===== config.mk =====
export PLATFORM = sky130hd
export DESIGN_NAME = wmta_div
export DESIGN_NICKNAME = d
export VERILOG_FILES = /design/src/rtl/core/weighted_mean_table_accumulator_unit_defines.svh /design/src/rtl/core/wmta_pkg.sv /design/src/rtl/core/wmta_div.sv
export SDC_FILE = /design/constraint.sdc
export NUM_CORES = 1
export LEC_CHECK = 0
export ABC_AREA = 1
export ABC_CLOCK_PERIOD_IN_PS = 4400
export BUFFER_PORTS_ARGS = -buffer_cell sky130_fd_sc_hd__buf_2
export CAP_MARGIN = 20
export CORE_MARGIN = 2
export CORE_UTILIZATION = 40
export CTS_CLUSTER_SIZE = 20
export DETAILED_ROUTE_END_ITERATION = 8
export GPL_ROUTABILITY_DRIVEN = 0
export HOLD_SLACK_MARGIN = 0.1
export PLACE_DENSITY_LB_ADDON = 0.3
export SETUP_SLACK_MARGIN = 0.5
export SLEW_MARGIN = 20
export SYNTH_ARGS = -nofsm -noshare
export SYNTH_HDL_FRONTEND = slang
export SYNTH_SLANG_ARGS = --single-unit
export TNS_END_PERCENT = 5

===== constraint.sdc =====
create_clock -name clk_i -period 4.4 [get_ports clk_i]
set_input_delay 0.44 -clock clk_i [delete_from_list [all_inputs] [get_ports clk_i]]
set_output_delay 0.44 -clock clk_i [all_outputs]
set_load 0.005 [all_outputs]

===== src/rtl/core/weighted_mean_table_accumulator_unit_defines.svh =====
// ----------------------------------------------------------------------------
// weighted mean table accumulator - assertion macros
// concurrent check helpers clocked on clk_i and disabled during reset
// ----------------------------------------------------------------------------
`ifndef WEIGHTED_MEAN_TABLE_ACCUMULATOR_UNIT_DEFINES_SVH
`define WEIGHTED_MEAN_TABLE_ACCUMULATOR_UNIT_DEFINES_SVH

// property must hold at every edge out of reset
`define WMTA_ASSERT(label, prop, msg) \
  label: assert property (@(posedge clk_i) disable iff (!rst_ni) (prop)) else $error(msg);

// condition must never be seen out of reset
`define WMTA_ASSERT_NEVER(label, cond, msg) \
  label: assert property (@(posedge clk_i) disable iff (!rst_ni) !(cond)) else $error(msg);

`endif


===== src/rtl/core/wmta_pkg.sv =====
// ----------------------------------------------------------------------------
// wmta_pkg
// shared types and constants of the weighted mean table accumulator
// ----------------------------------------------------------------------------
package wmta_pkg;

  localparam int unsigned SUM_W      = 56;
  localparam int unsigned TOTAL_W    = 40;
  localparam int unsigned VALUE_W    = 16;
  localparam int unsigned COUNT_W    = 20;
  localparam int unsigned PROD_W     = VALUE_W + COUNT_W;
  localparam int unsigned QUOT_W     = 17;
  localparam int unsigned IDX_CALC_W = 18;
  localparam int unsigned LAGS_W     = 7;
  localparam int unsigned DIAS_W     = 4;
  localparam int unsigned CFG_ADDR_W = 3;
  localparam int unsigned APB_DATA_W = 32;

  localparam logic [VALUE_W-1:0] ONE_Q15    = 16'h8000;
  localparam logic [SUM_W-1:0]   SUM_MAX    = {SUM_W{1'b1}};
  localparam logic [TOTAL_W-1:0] TOTAL_MAX  = {TOTAL_W{1'b1}};
  localparam logic [LAGS_W-1:0]  LAGS_RESET = 7'd64;
  localparam logic [DIAS_W-1:0]  DIAS_RESET = 4'd8;

  // register select, taken from paddr[2]
  localparam logic CFG_LAGS = 1'b0;
  localparam logic CFG_DIAS = 1'b1;

  typedef enum logic [1:0] {
    OP_CLEAR = 2'd0,
    OP_ACCUM = 2'd1,
    OP_FINAL = 2'd2
  } opcode_e;

  typedef struct packed {
    logic [1:0]         opcode;
    logic [5:0]         lag_num;
    logic [2:0]         diameter_index;
    logic [3:0]         point_index;
    logic [VALUE_W-1:0] survival_value;
    logic [COUNT_W-1:0] chain_count;
    logic               add_count;
  } item_t;

  typedef struct packed {
    logic [VALUE_W-1:0] mean_value;
    logic               empty_lag;
    logic               saturated;
  } result_t;

  typedef struct packed {
    logic             mark;
    logic [SUM_W-1:0] sum;
  } sum_entry_t;

  typedef struct packed {
    logic               start;
    logic [SUM_W-1:0]   dividend;
    logic [TOTAL_W-1:0] divisor;
  } div_req_t;

  typedef struct packed {
    logic               done;
    logic [VALUE_W-1:0] quotient;
  } div_rsp_t;

endpackage


===== src/rtl/core/wmta_div.sv =====
// ----------------------------------------------------------------------------
// wmta_div
// restoring divider, one quotient bit a cycle, quotient clamped to 1.0
// ----------------------------------------------------------------------------
module wmta_div
  import wmta_pkg::*;
(
  input  logic     clk_i,
  input  logic     rst_ni,
  input  div_req_t req_i,
  output div_rsp_t rsp_o
);

  localparam int unsigned CNT_W = $clog2(QUOT_W);

  logic               run_q, run_d;
  logic               done_q, done_d;
  logic [CNT_W-1:0]   cnt_q, cnt_d;
  logic [SUM_W-1:0]   rem_q, rem_d;
  logic [SUM_W-1:0]   dvs_q, dvs_d;
  logic [QUOT_W-1:0]  quo_q, quo_d;
  logic               over;

  // quotient at or above 2^17 is clamped at once
  assign over = {1'b0, req_i.dividend} >= {req_i.divisor, {QUOT_W{1'b0}}};

  always_comb begin
    run_d  = run_q;
    done_d = 1'b0;
    cnt_d  = cnt_q;
    rem_d  = rem_q;
    dvs_d  = dvs_q;
    quo_d  = quo_q;
    if (req_i.start) begin
      if (over) begin
        quo_d  = QUOT_W'(ONE_Q15);
        done_d = 1'b1;
        run_d  = 1'b0;
      end else begin
        rem_d = req_i.dividend;
        dvs_d = {req_i.divisor, {(QUOT_W-1){1'b0}}};
        quo_d = '0;
        cnt_d = CNT_W'(QUOT_W - 1);
        run_d = 1'b1;
      end
    end else if (run_q) begin
      if (rem_q >= dvs_q) begin
        rem_d = rem_q - dvs_q;
        quo_d = {quo_q[QUOT_W-2:0], 1'b1};
      end else begin
        quo_d = {quo_q[QUOT_W-2:0], 1'b0};
      end
      dvs_d = dvs_q >> 1;
      if (cnt_q == '0) begin
        run_d  = 1'b0;
        done_d = 1'b1;
      end else begin
        cnt_d = cnt_q - 1'b1;
      end
    end
  end

  always_ff @(posedge clk_i or negedge rst_ni) begin
    if (!rst_ni) begin
      run_q  <= 1'b0;
      done_q <= 1'b0;
      cnt_q  <= '0;
    end else begin
      run_q  <= run_d;
      done_q <= done_d;
      cnt_q  <= cnt_d;
    end
  end

  always_ff @(posedge clk_i) begin
    rem_q <= rem_d;
    dvs_q <= dvs_d;
    quo_q <= quo_d;
  end

  assign rsp_o.done     = done_q;
  assign rsp_o.quotient = (quo_q > QUOT_W'(ONE_Q15)) ? ONE_Q15 : quo_q[VALUE_W-1:0];

endmodule

==> results of run 1 <==
[power breakdown]
| group | switching [W] | internal [W] |
|---|---|---|
| combinational | 0.00285 | 0.00134 |
| sequential | 0.000113 | 0.00185 |
| clock | 0.000658 | 0.000800 |
[cells by family after synthesis]
kind of cell,count (synthesis)
and+or+nand+nor,1102
buffers and inverters,453
DFF,136
AOI/OAI and AO/OA,121
adders and majority gates,98
xor gates and xnor gates,13
[path summary, 6_finish.rpt]
| kind | cells after the start | to | slack (ps) |
|---|---|---|---|
| worst max-delay path | 13 | rem_q[12]$_DFFE_PP_ | 1110 |
| worst min-delay path | 3 | dvs_q[47]$_DFFE_PP_ | 290 |
| worst max register to register | 13 | rem_q[12]$_DFFE_PP_ | 1120 |
| worst min register to register | 2 | cnt_q[1]$_DFFE_PN0P_ | 540 |
| max in group asynchronous | 2 | cnt_q[1]$_DFFE_PN0P_ | 3870 |
| min in group asynchronous | 2 | done_q$_DFF_PN0_ | 370 |
[stage by stage]
step           util [%]  cells  cell area (sq um)  worst slack (ps)  hold WS [ps]
2_1_floorplan         -   1923              12400               610           144
3_3_place_gp       43.9   2411              13400               708           289
3_5_place_dp       43.9   2411              13400               657           289
4_1_cts            45.8   2444              14000              1080           284
5_1_grt            45.8   2444              14000               818           305
6_report           45.8   2444              14000              1110           285
[critical path: stages]
cell	delay, ps
buf_2	90
inv_1	40
ha_1	260
inv_1	40
nor2_1	80
nand3_1	100
nor3_1	710
nand3_1	160
nor2_1	140
nand2_1	70
nand3_2	290
nand2_2	500
buf_4	450
[metal layers]
metal  global-route usage, %  up-vias  wire length (um)
met5                       0        -                13
met4                    10.4        2              1530
met3                    3.58       81              1830
met2                    36.0      340             15600
met1                    28.7     5314             16400
li1                        -     6125                 -
[area by class of cell]
type                    count  area share (%)
flip-flops and latches    136            28.9
clock buffers              17            3.04
well taps                 396            3.54
clock inverters            15            1.09
repair buffers            120            4.44
inverters                 426            11.4
multi-input cells        1334            47.6
[registers in the layout (all words and copies together) (netlist names)]
signal	flops
rem_q	56
run_q	1
done_q	1
cnt_q	5
quo_q	17
dvs_q	56
[cell usage in the layout, fill, tap and decap left out, drive strengths merged, types with 7 or more instances in the layout]
master / synthesis / routed
xnor2: 8 / 8
nor2: 167 / 167
clkbuf: 21 / 17
or2: 14 / 14
dfrtp: 7 / 7
edfxtp: 129 / 129
inv: 426 / 436
nand2: 755 / 755
ha: 97 / 97
buf: 6 / 119
nand3: 112 / 112
o21ai: 64 / 64
a21oi: 49 / 49
nor3: 15 / 15
and2: 8 / 8
nand4: 19 / 19
==> impl_results.md, run 1 <==
- Max Buffers Root-to-Sink: 2
- Post-synthesis cell count: 1923
- Post-synthesis sequential area ratio: 32.6%
- Hold crit path type: in2reg
- Final ANT Viol Nets: 0
- Status: completed
- Tmin final: 3290 ps
- Worst EP arrival: 3440 ps
- RSZ-0062 raised after global routing: false
- Count of cells resized by post-cts repair: 0
- Most frequent cell after synthesis: nand2_1
- Post-synthesis average cell area: 6.45 sq um
- Hold_sp: req_i[31]
- Drt drc: 0
- Clock skew: 15.9 ps
- Initial drt markers: 858
- Post-synth top flop: edfxtp_1
- Setup crit start: req_i[38]
- Yosys warns: 0
- Vias post-DR: 11862
- Die area: 32400 sq um
- Syn nets: 2120
- Height of the die: 180 um
- Dominant cell type by area after synthesis: edfxtp_1
- Area occupied by multi-input gates: 6670 sq um
- Die W: 180 um
- Layout filler cell count: 3284
- Synth Area in Adders: 9.95%
- Number of synthesized flops with an enable pin: 129
- Clock-pin transition on the worst setup and hold timing paths: 70 ps
- Synth area leaders: edfxtp_1 31%, nand2_1 22%, inv_1 13%
- Synth Area in Compound Gates: 5.05%
- Synth top area share: 31.2%
- Setup crit start kind: primary input
- Final Max Slew Viols: 0
- Worst R2R Start: rem_q[51]$_DFFE_PP_
- Buffers on Ports: 115
- Yosys reg bits: 136
- CTS tree: done
- Placed wire-length estimate: 28600 um
- Fraction of registers with async set/reset: 5.15%
- VDD IR-drop max: 300 uV
- Initial antenna violation count: 1
- Post-synth top cells: 730 x nand2_1, 420 x inv_1, 137 x nor2_1
- Hold buffers post-CTS: 1
- Global route overflow: 0
- Pwr Total: 0.00761 W
- Clock root cell: clkbuf_16
- Total clock buffers created by CTS: 17
- Core Region: 30600 sq um
- Slew @ Worst Pin: 956 ps
- Clock Sinks: 136
- Setup bufs post-CTS: 0
- Final period util: 74.7%
- Endpoints failing setup: 0
- Worst slew margin relative to its limit: 36.3%
- Mux cell area share after synthesis: 0%
- Final Hold Fails: 0
- Crit path max fanout: 30
- Starting Density: 40.5%
- PwrDens: 543 nW/um^2
- Setup TNS: 0 ps
- First-pass GRT wire length: 57500 um
- Data required time of the critical path: 4550 ps
- Routed len/inst: 14.5 um
- Std-Cell Rows: 64
- Yosys cell types: 37
- Final wirelength: 35300 um
- Fmax: 304 MHz
- Post-Synth Simple-Gate Area: 37.7%
- H-tree Lvls: 4
- Largest family of logic cells by synthesized area: simple AND/OR/NAND/NOR gates
- Mapped Area: 12400 sq um
- CP endpoint kind: flop
- DR vias/cell: 4.85
- DR pass1 iterations: 5
- Layout area overhead: 13.0%
- Aggregate global-route resource usage: 22.1%
- Leak Pwr: 7.79 nW
- WS Path Type: in2reg
- Vias in the first global route: 11662
- I/O Pins: 116
- Share of layout cells above drive strength 1: 11.9%
- Max Cap Violations: 0
- Clk Latency, worst-skew pair: 450 ps
- Sequential cell area: 4050 sq um
- XOR/XNOR Fraction of Synth Area: 0.918%
- Largest net degree at the start of global routing: 96
- Nets: 2232
- Diode count: 0
Power figures use the tool's default switching activity.
==> inputs of run 2 (changes only) <==
--- a/config.mk
+++ b/config.mk
@@ -5,8 +5,8 @@
 export SDC_FILE = /design/constraint.sdc
 export NUM_CORES = 1
 export LEC_CHECK = 0
-export ABC_AREA = 1
-export ABC_CLOCK_PERIOD_IN_PS = 4400
+export ABC_AREA = 0
+export ABC_CLOCK_PERIOD_IN_PS = 2720
 export BUFFER_PORTS_ARGS = -buffer_cell sky130_fd_sc_hd__buf_2
 export CAP_MARGIN = 20
 export CORE_MARGIN = 2
==> constraint.sdc (replaced) <==
create_clock -name clk_i -period 2.72 [get_ports clk_i]
set_input_delay 0.272 -clock clk_i [delete_from_list [all_inputs] [get_ports clk_i]]
set_output_delay 0.272 -clock clk_i [all_outputs]
set_load 0.005 [all_outputs]
==> impl_results.md, run 2 <==
- Status: finished, violations left
- Failing checks: setup timing
- Setup TNS: -44210 ps (-44210 ps)
- Std-Cell Rows: 58 (-9.4%)
- Setup crit start kind: flop
- Clock-pin transition on the worst setup and hold timing paths: 60 ps (about the same)
- Number of synthesized flops with an enable pin: 129 (unchanged)
- Final ANT Viol Nets: 0 (unchanged)
- Reg2Reg Setup Slack: -650 ps (-1770 ps)
- Final Max Slew Viols: 0 (unchanged)
- Post-synthesis average cell area: 8.92 sq um (+38%)
- Most frequent cell after synthesis: nand2_1
- Final Hold Fails: 0 (unchanged)
- Total clock buffers created by CTS: 17 (unchanged)
- Worst EP arrival: 3550 ps (+110 ps)
- GR Util met1: 29.8% (+1.2 points)
- I/O Pins: 116 (unchanged)
- PwrDens: 903 nW/um^2 (+66%)
- Final period util: 124%
- Routing usage on met2: 34.7% (-1.3 points)
- Routed len/inst: 15.8 um (+9.3%)
- Vias in the first global route: 9243 (-21%)
- Synth top area share: 38.0% (+6.8 points)
- Clock root cell: clkbuf_16
- Post-synth top cells: 133 x nand2_1, 129 x edfxtp_1, 126 x o21ai_0
- Slew @ Worst Pin: 693 ps (-263 ps)
- Tmin final: 3370 ps
- DR pass1 iterations: 5 (unchanged)
- RSZ-0062 raised after global routing: true
- VDD IR-drop max: 466 uV (+56%)
- CP endpoint kind: flop
- Die area: 26700 sq um (-18%)
- Initial antenna violation count: 1 (unchanged)
- Yosys reg bits: 136 (unchanged)
- Mapped Area: 10200 sq um (-18%)
- Vias post-DR: 9334 (-21%)
- Dominant cell type by area after synthesis: edfxtp_1
- Hold crit path type: in2reg
- Clock skew: 11.0 ps (-4.92 ps)
- Share of layout cells above drive strength 1: 31.1% (+19 points)
- Clock Sinks: 136 (unchanged)
- Worst R2R Start: rem_q[0]$_DFFE_PP_
- First-pass GRT wire length: 45700 um (-21%)
- Leak Pwr: 6.24 nW (-20%)
- Global route overflow: 0 (unchanged)
- Max Buffers Root-to-Sink: 2 (unchanged)
- WHS: 145 ps (-140 ps)
- DR vias/cell: 5.23 (+7.7%)
- Layout area overhead: 34.9%
- Post-synthesis sequential area ratio: 39.8% (+7.1 points)
- Starting Density: 40.6% (about the same)
- Commonest non-fill, non-tap cells in the layout: 205 x buf_4, 133 x nand2_1, 129 x edfxtp_1
- Most common cell after layout, fill and taps aside: buf_4
- Height of the die: 164 um (-9.2%)
- Fmax: 297 MHz
- H-tree Lvls: 4 (unchanged)
- Nets: 1639 (-27%)
- Endpoints failing setup: 94 (+94)
- Aggregate global-route resource usage: 21.5% (-0.56 points)
- Worst reg2reg path depth: 14 (+1)
- RR Endpoint: rem_q[13]$_DFFE_PP_
- Final core occ: 54.7% (+8.9 points)
- Max Cap Violations: 0 (unchanged)
- Final worst slack: -647 ps (-1760 ps)
- Final wirelength: 28200 um (-20%)
- Fraction of registers with async set/reset: 5.15% (unchanged)
- Synth area leaders: edfxtp_1 38%, ha_1 12%, o21ai_0 6.2%
- Global route hottest layer: met2
- Crit path max fanout: 20 (-33%)
- Clk Latency, worst-skew pair: 430 ps (-20 ps)
- Yosys cell types: 74 (+100%)
- Buffers on Ports: 115 (unchanged)
- WS Path Type: reg2reg
- Core Region: 25100 sq um (-18%)
- Met3 Resource Use GR: 3.76% (+0.18 points)
- Setup crit start: rem_q[0]$_DFFE_PP_
- Worst slew margin relative to its limit: 53.8% (+18 points)
- Data required time of the critical path: 2900 ps (-1650 ps)
- Initial drt markers: 672 (-22%)
- Largest net degree at the start of global routing: 84 (-13%)
- Post-synthesis cell count: 1142 (-41%)
- CTS tree: done
- Die W: 164 um (-9.2%)
- Yosys warns: 0 (unchanged)
- Placed wire-length estimate: 21600 um (-25%)
- Drt drc: 0 (unchanged)
- Biggest regs: dvs_q x56, rem_q x56, quo_q x17
- Post-synth top flop: edfxtp_1
- Syn nets: 1339 (-37%)
- Crit path to: rem_q[13]$_DFFE_PP_
[run 2: final cells by class]
type	instances	area, sq um
Fill cell	2327	11400
Multi-Input combinational cell	835	5910
Sequential cell	136	4050
Timing Repair Buffer	330	2310
Inverter	122	465
Clock buffer	19	453
Tap cell	330	413
Clock inverter	13	135
Antenna cell	1	2.50
[run 2: worst min-delay path by stage]
| stage | startpoint | cells past startpoint | end | slack (ps) |
|---|---|---|---|---|
| 4_1_cts | req_i[29] | 3 | dvs_q[45]$_DFFE_PP_ | 120 |
| 3_5_place_dp | rst_ni | 1 | done_q$_DFF_PN0_ | 120 |
| 2_1_floorplan | rst_ni | 0 | cnt_q[0]$_DFFE_PN0P_ | -20 |
| 3_3_place_gp | rst_ni | 1 | done_q$_DFF_PN0_ | 120 |
| 5_1_grt | req_i[27] | 3 | dvs_q[43]$_DFFE_PP_ | 140 |
| 6_report | req_i[29] | 3 | dvs_q[45]$_DFFE_PP_ | 150 |
[run 2: logic make-up after synthesis]
family | share of synthesized area (%)
AOI/OAI and AO/OA | 20.7
xor gates and xnor gates | 4.21
adders and majority gates | 12.1
buffers and inverters | 6.46
DFF | 39.8
muxes | 0.627
and+or+nand+nor | 16.1
[run 2: through the flow]
step | total power (W) | cell area (sq um) | worst slack, ps | instances
2_1_floorplan | 0.00694 | 10200 | -655 | 1142
3_3_place_gp | 0.00938 | 12700 | -680 | 1748
3_5_place_dp | 0.00949 | 12700 | -715 | 1748
4_1_cts | 0.0123 | 13600 | -638 | 1785
5_1_grt | 0.0133 | 13700 | -755 | 1786
6_report | 0.0124 | 13700 | -647 | 1786
[run 2: power breakdown]
part,switching [W],leakage [nW],internal [W]
Sequential,0.000208,1.40,0.00296
Clock,0.000982,0.283,0.00133
Combinational,0.00357,4.56,0.00334
[run 2: critical path: stages, from the launching register on]
cell      delay [ps]
edfxtp_1         360
inv_1             70
ha_2             180
inv_2             40
fa_2             340
a21o_1           180
a22o_1           250
o31ai_4          260
o21ai_2          110
a31oi_1          180
o21ai_1          140
a31o_1           230
a221o_1          320
a31o_4           280
buf_12           170
[run 2: layer usage]
| layer | up-vias | share of wire, % |
|---|---|---|
| met5 | - | 0 |
| met4 | 0 | 1.6 |
| met3 | 28 | 5.2 |
| met2 | 213 | 46 |
| met1 | 4409 | 47 |
| li1 | 4684 | - |
[run 2: what timing repair did]
item | 4_1_cts | 5_1_grt
pin swaps | 36 | 18
hold buffers | 1 | 0
endpoints found under the hold margin | 7 | 0
buffers inserted | 4 | 0
cloned | 0 | 0
endpoints found under the setup margin | 175 | 183
resized for setup | 79 | 29
==> inputs of run 3 (changes only) <==
--- a/config.mk
+++ b/config.mk
@@ -9,11 +9,12 @@
 export ABC_CLOCK_PERIOD_IN_PS = 2720
 export BUFFER_PORTS_ARGS = -buffer_cell sky130_fd_sc_hd__buf_2
 export CAP_MARGIN = 20
-export CORE_MARGIN = 2
+export CORE_ASPECT_RATIO = 1.1
 export CORE_UTILIZATION = 40
 export CTS_CLUSTER_SIZE = 20
 export DETAILED_ROUTE_END_ITERATION = 8
 export GPL_ROUTABILITY_DRIVEN = 0
+export GPL_TIMING_DRIVEN = 0
 export HOLD_SLACK_MARGIN = 0.1
 export PLACE_DENSITY_LB_ADDON = 0.3
 export SETUP_SLACK_MARGIN = 0.5
==> impl_results.md, run 3 (synthesis gave the netlist of run 2 again) <==
- Status: finished, violations left
- Failing checks: setup timing
- Crit path to: rem_q[54]$_DFFE_PP_
- Routed len/inst: 18.1 um (+15%)
- Final Hold Fails: 0 (unchanged)
- RSZ-0062 raised after global routing: true
- Max Buffers Root-to-Sink: 2 (unchanged)
- Clock root cell: clkbuf_16
- Worst R2R Start: rem_q[0]$_DFFE_PP_
- Layout area overhead: 20.6%
- Crit-path slowest cell: edfxtp_1
- Setup crit start kind: flop
- Starting Density: 41.2% (+0.67 points)
- Hold crit path type: in2reg
- Worst EP arrival: 3710 ps (+160 ps)
- CP peak stage delay: 370 ps (about the same)
- Setup crit start: rem_q[0]$_DFFE_PP_
- Reg2Reg Setup Slack: -810 ps (-160 ps)
- Initial drt markers: 641 (-4.6%)
- Reg power frac: 28.6% (+3.0 points)
- Sw power: 0.00460 W (-3.4%)
- Commonest non-fill, non-tap cells in the layout: 132 x nand2_1, 129 x edfxtp_1, 124 x buf_2
- Pre-CTS WS: -1410 ps (-696 ps)
- Vias in the first global route: 8925 (-3.4%)
- Sw frac: 41.5% (+3.1 points)
- Clk Latency, worst-skew pair: 430 ps (about the same)
- Clock Sinks: 136 (unchanged)
- Worst reg2reg path depth: 14 (unchanged)
- Aggregate global-route resource usage: 23.1% (+1.6 points)
- Drt drc: 0 (unchanged)
- Buffers & Inverters on Critical Path: 3 (unchanged)
- Clock skew: 11.8 ps (+0.767 ps)
- PwrDens: 904 nW/um^2 (+0.12%)
- CP endpoint kind: flop
- Die area: 26100 sq um (-2.4%)
- Die W: 154 um (-5.8%)
- Int Power: 0.00649 W (-15%)
- Std-Cell Rows: 60 (+3.4%)
- DR vias/cell: 5.66 (+8.3%)
- CTS tree: done
- Final ANT Viol Nets: 0 (unchanged)
- Share of layout cells above drive strength 1: 19.3% (-12 points)
- Vias post-DR: 9152 (-1.9%)
- Core Region: 24700 sq um (-1.6%)
- DR pass1 iterations: 5 (unchanged)
- Biggest regs: dvs_q x56, rem_q x56, quo_q x17
- Diode count: 0 (-1)
- Final Max Slew Viols: 0 (unchanged)
- Initial antenna violation count: 0 (-1)
- H-tree Lvls: 4 (unchanged)
- I/O Pins: 116 (unchanged)
- First-pass GRT wire length: 46800 um (+2.4%)
- Total clock buffers created by CTS: 17 (unchanged)
- Final wirelength: 29300 um (+3.9%)
- Clock power frac: 21.0% (+2.3 points)
- DP Area: 11200 sq um (-12%)
- Setup TNS: -60370 ps (-16160 ps)
- Clock-pin transition on the worst setup and hold timing paths: 60 ps (about the same)
- Height of the die: 169 um (+3.5%)
- Leak Pwr: 5.34 nW (-14%)
- Fmax: 284 MHz (-4.5%)
- Buffers on Ports: 115 (unchanged)
- Endpoints failing setup: 141 (+50%)
- Data required time of the critical path: 2910 ps (about the same)
- Placed wire-length estimate: 20900 um (-3.1%)
- Worst slew margin relative to its limit: 53.9% (+0.11 points)
- Crit-path cells: inv_1 -> ha_2 -> inv_2 -> fa_2 -> a21o_1 -> a22o_1 -> o31ai_4 -> buf_4 -> a221oi_4 -> nor4_4 -> o41ai_4 -> a32o_1 -> or3_1 -> a31o_1
- Nets: 1491 (-9.0%)
- VDD IR-drop max: 418 uV (-10%)
- Final worst slack: -807 ps (-160 ps)
- Most common cell after layout, fill and taps aside: nand2_1
- Combinational fraction of design power: 50.4% (-5.3 points)
- Crit path max fanout: 5 (-75%)
- Slew @ Worst Pin: 692 ps (-1.66 ps)
- Max Cap Violations: 0 (unchanged)
- Largest net degree at the start of global routing: 29 (-65%)
- WS Path Type: reg2reg
- RR Endpoint: rem_q[54]$_DFFE_PP_
- Tmin final: 3530 ps (+160 ps)
- Final period util: 130% (+5.9 points)
- Critical path depth: 14 (unchanged)
- CP top delay family: compound AO/OA/AOI/OAI gates
- Final instance area: 12300 sq um (-11%)
- Global route overflow: 0 (unchanged)
==> run 3: per-layer routing <==
metal / GRT usage (%) / vias up / part of all wire (%)
met5: 0 / - / 0
met4: 11.0 / 0 / 3.7
met3: 4.44 / 70 / 6.9
met2: 37.0 / 334 / 46
met1: 30.0 / 4317 / 44
li1: - / 4431 / -
==> run 3: layout make-up <==
| class | count | area (sq um) |
|---|---|---|
| Tap cell | 310 | 388 |
| Clock inverter | 15 | 151 |
| Clock buffer | 17 | 425 |
| Inverter | 122 | 463 |
| Timing Repair Buffer | 124 | 646 |
| Multi-Input combinational cell | 844 | 5940 |
| Buffer | 49 | 213 |
| Sequential cell | 136 | 4050 |
| Fill cell | 2300 | 12400 |
==> run 3: worst min-delay path by stage <==
stage	startpoint	to	slack (ps)	depth (start not counted)
after CTS	req_i[20]	dvs_q[36]$_DFFE_PP_	120	3
after floorplan	rst_ni	cnt_q[0]$_DFFE_PN0P_	-20	0
after detailed placement	rst_ni	done_q$_DFF_PN0_	120	1
after global routing	req_i[20]	dvs_q[36]$_DFFE_PP_	140	3
final	req_i[28]	dvs_q[44]$_DFFE_PP_	130	3
after global placement	rst_ni	done_q$_DFF_PN0_	120	1
==> run 3: power by group through the flow <==
stage / logic, W / clock network [W] / registers, W
global placement: 0.00489 / 0 / 0.00319
finish: 0.00559 / 0.00233 / 0.00318
CTS: 0.00543 / 0.00235 / 0.00317
floorplan: 0.00381 / 0 / 0.00314
global route: 0.00614 / 0.00243 / 0.00323
detailed placement: 0.00496 / 0 / 0.00320
==> run 3: tightest hold or removal path, cell delays in order <==
cell and delay, ps:
buf_2 80, nand2_1 40, o21ai_0 60
==> run 3: what timing repair did <==
item                                   in CTS  in global routing
hold buffers                                1                  0
gates cloned                                9                  0
setup endpoints to repair                 169                175
resized for setup                          57                 22
endpoints found under the hold margin       7                  0
pin swaps                                  12                  6
setup buffers                               8                  0
==> run 3: metrics by stage <==
stage | hold slack, ps | std cells | utilization, % | total power (W)
final | 133 | 1617 | 49.7 | 0.0111
after global routing | 138 | 1617 | 49.7 | 0.0118
after CTS | 122 | 1617 | 49.4 | 0.0110
after detailed placement | 117 | 1567 | 45.3 | 0.00816
after global placement | 118 | 1567 | 45.3 | 0.00808
after floorplan | -23.6 | 1142 | - | 0.00694
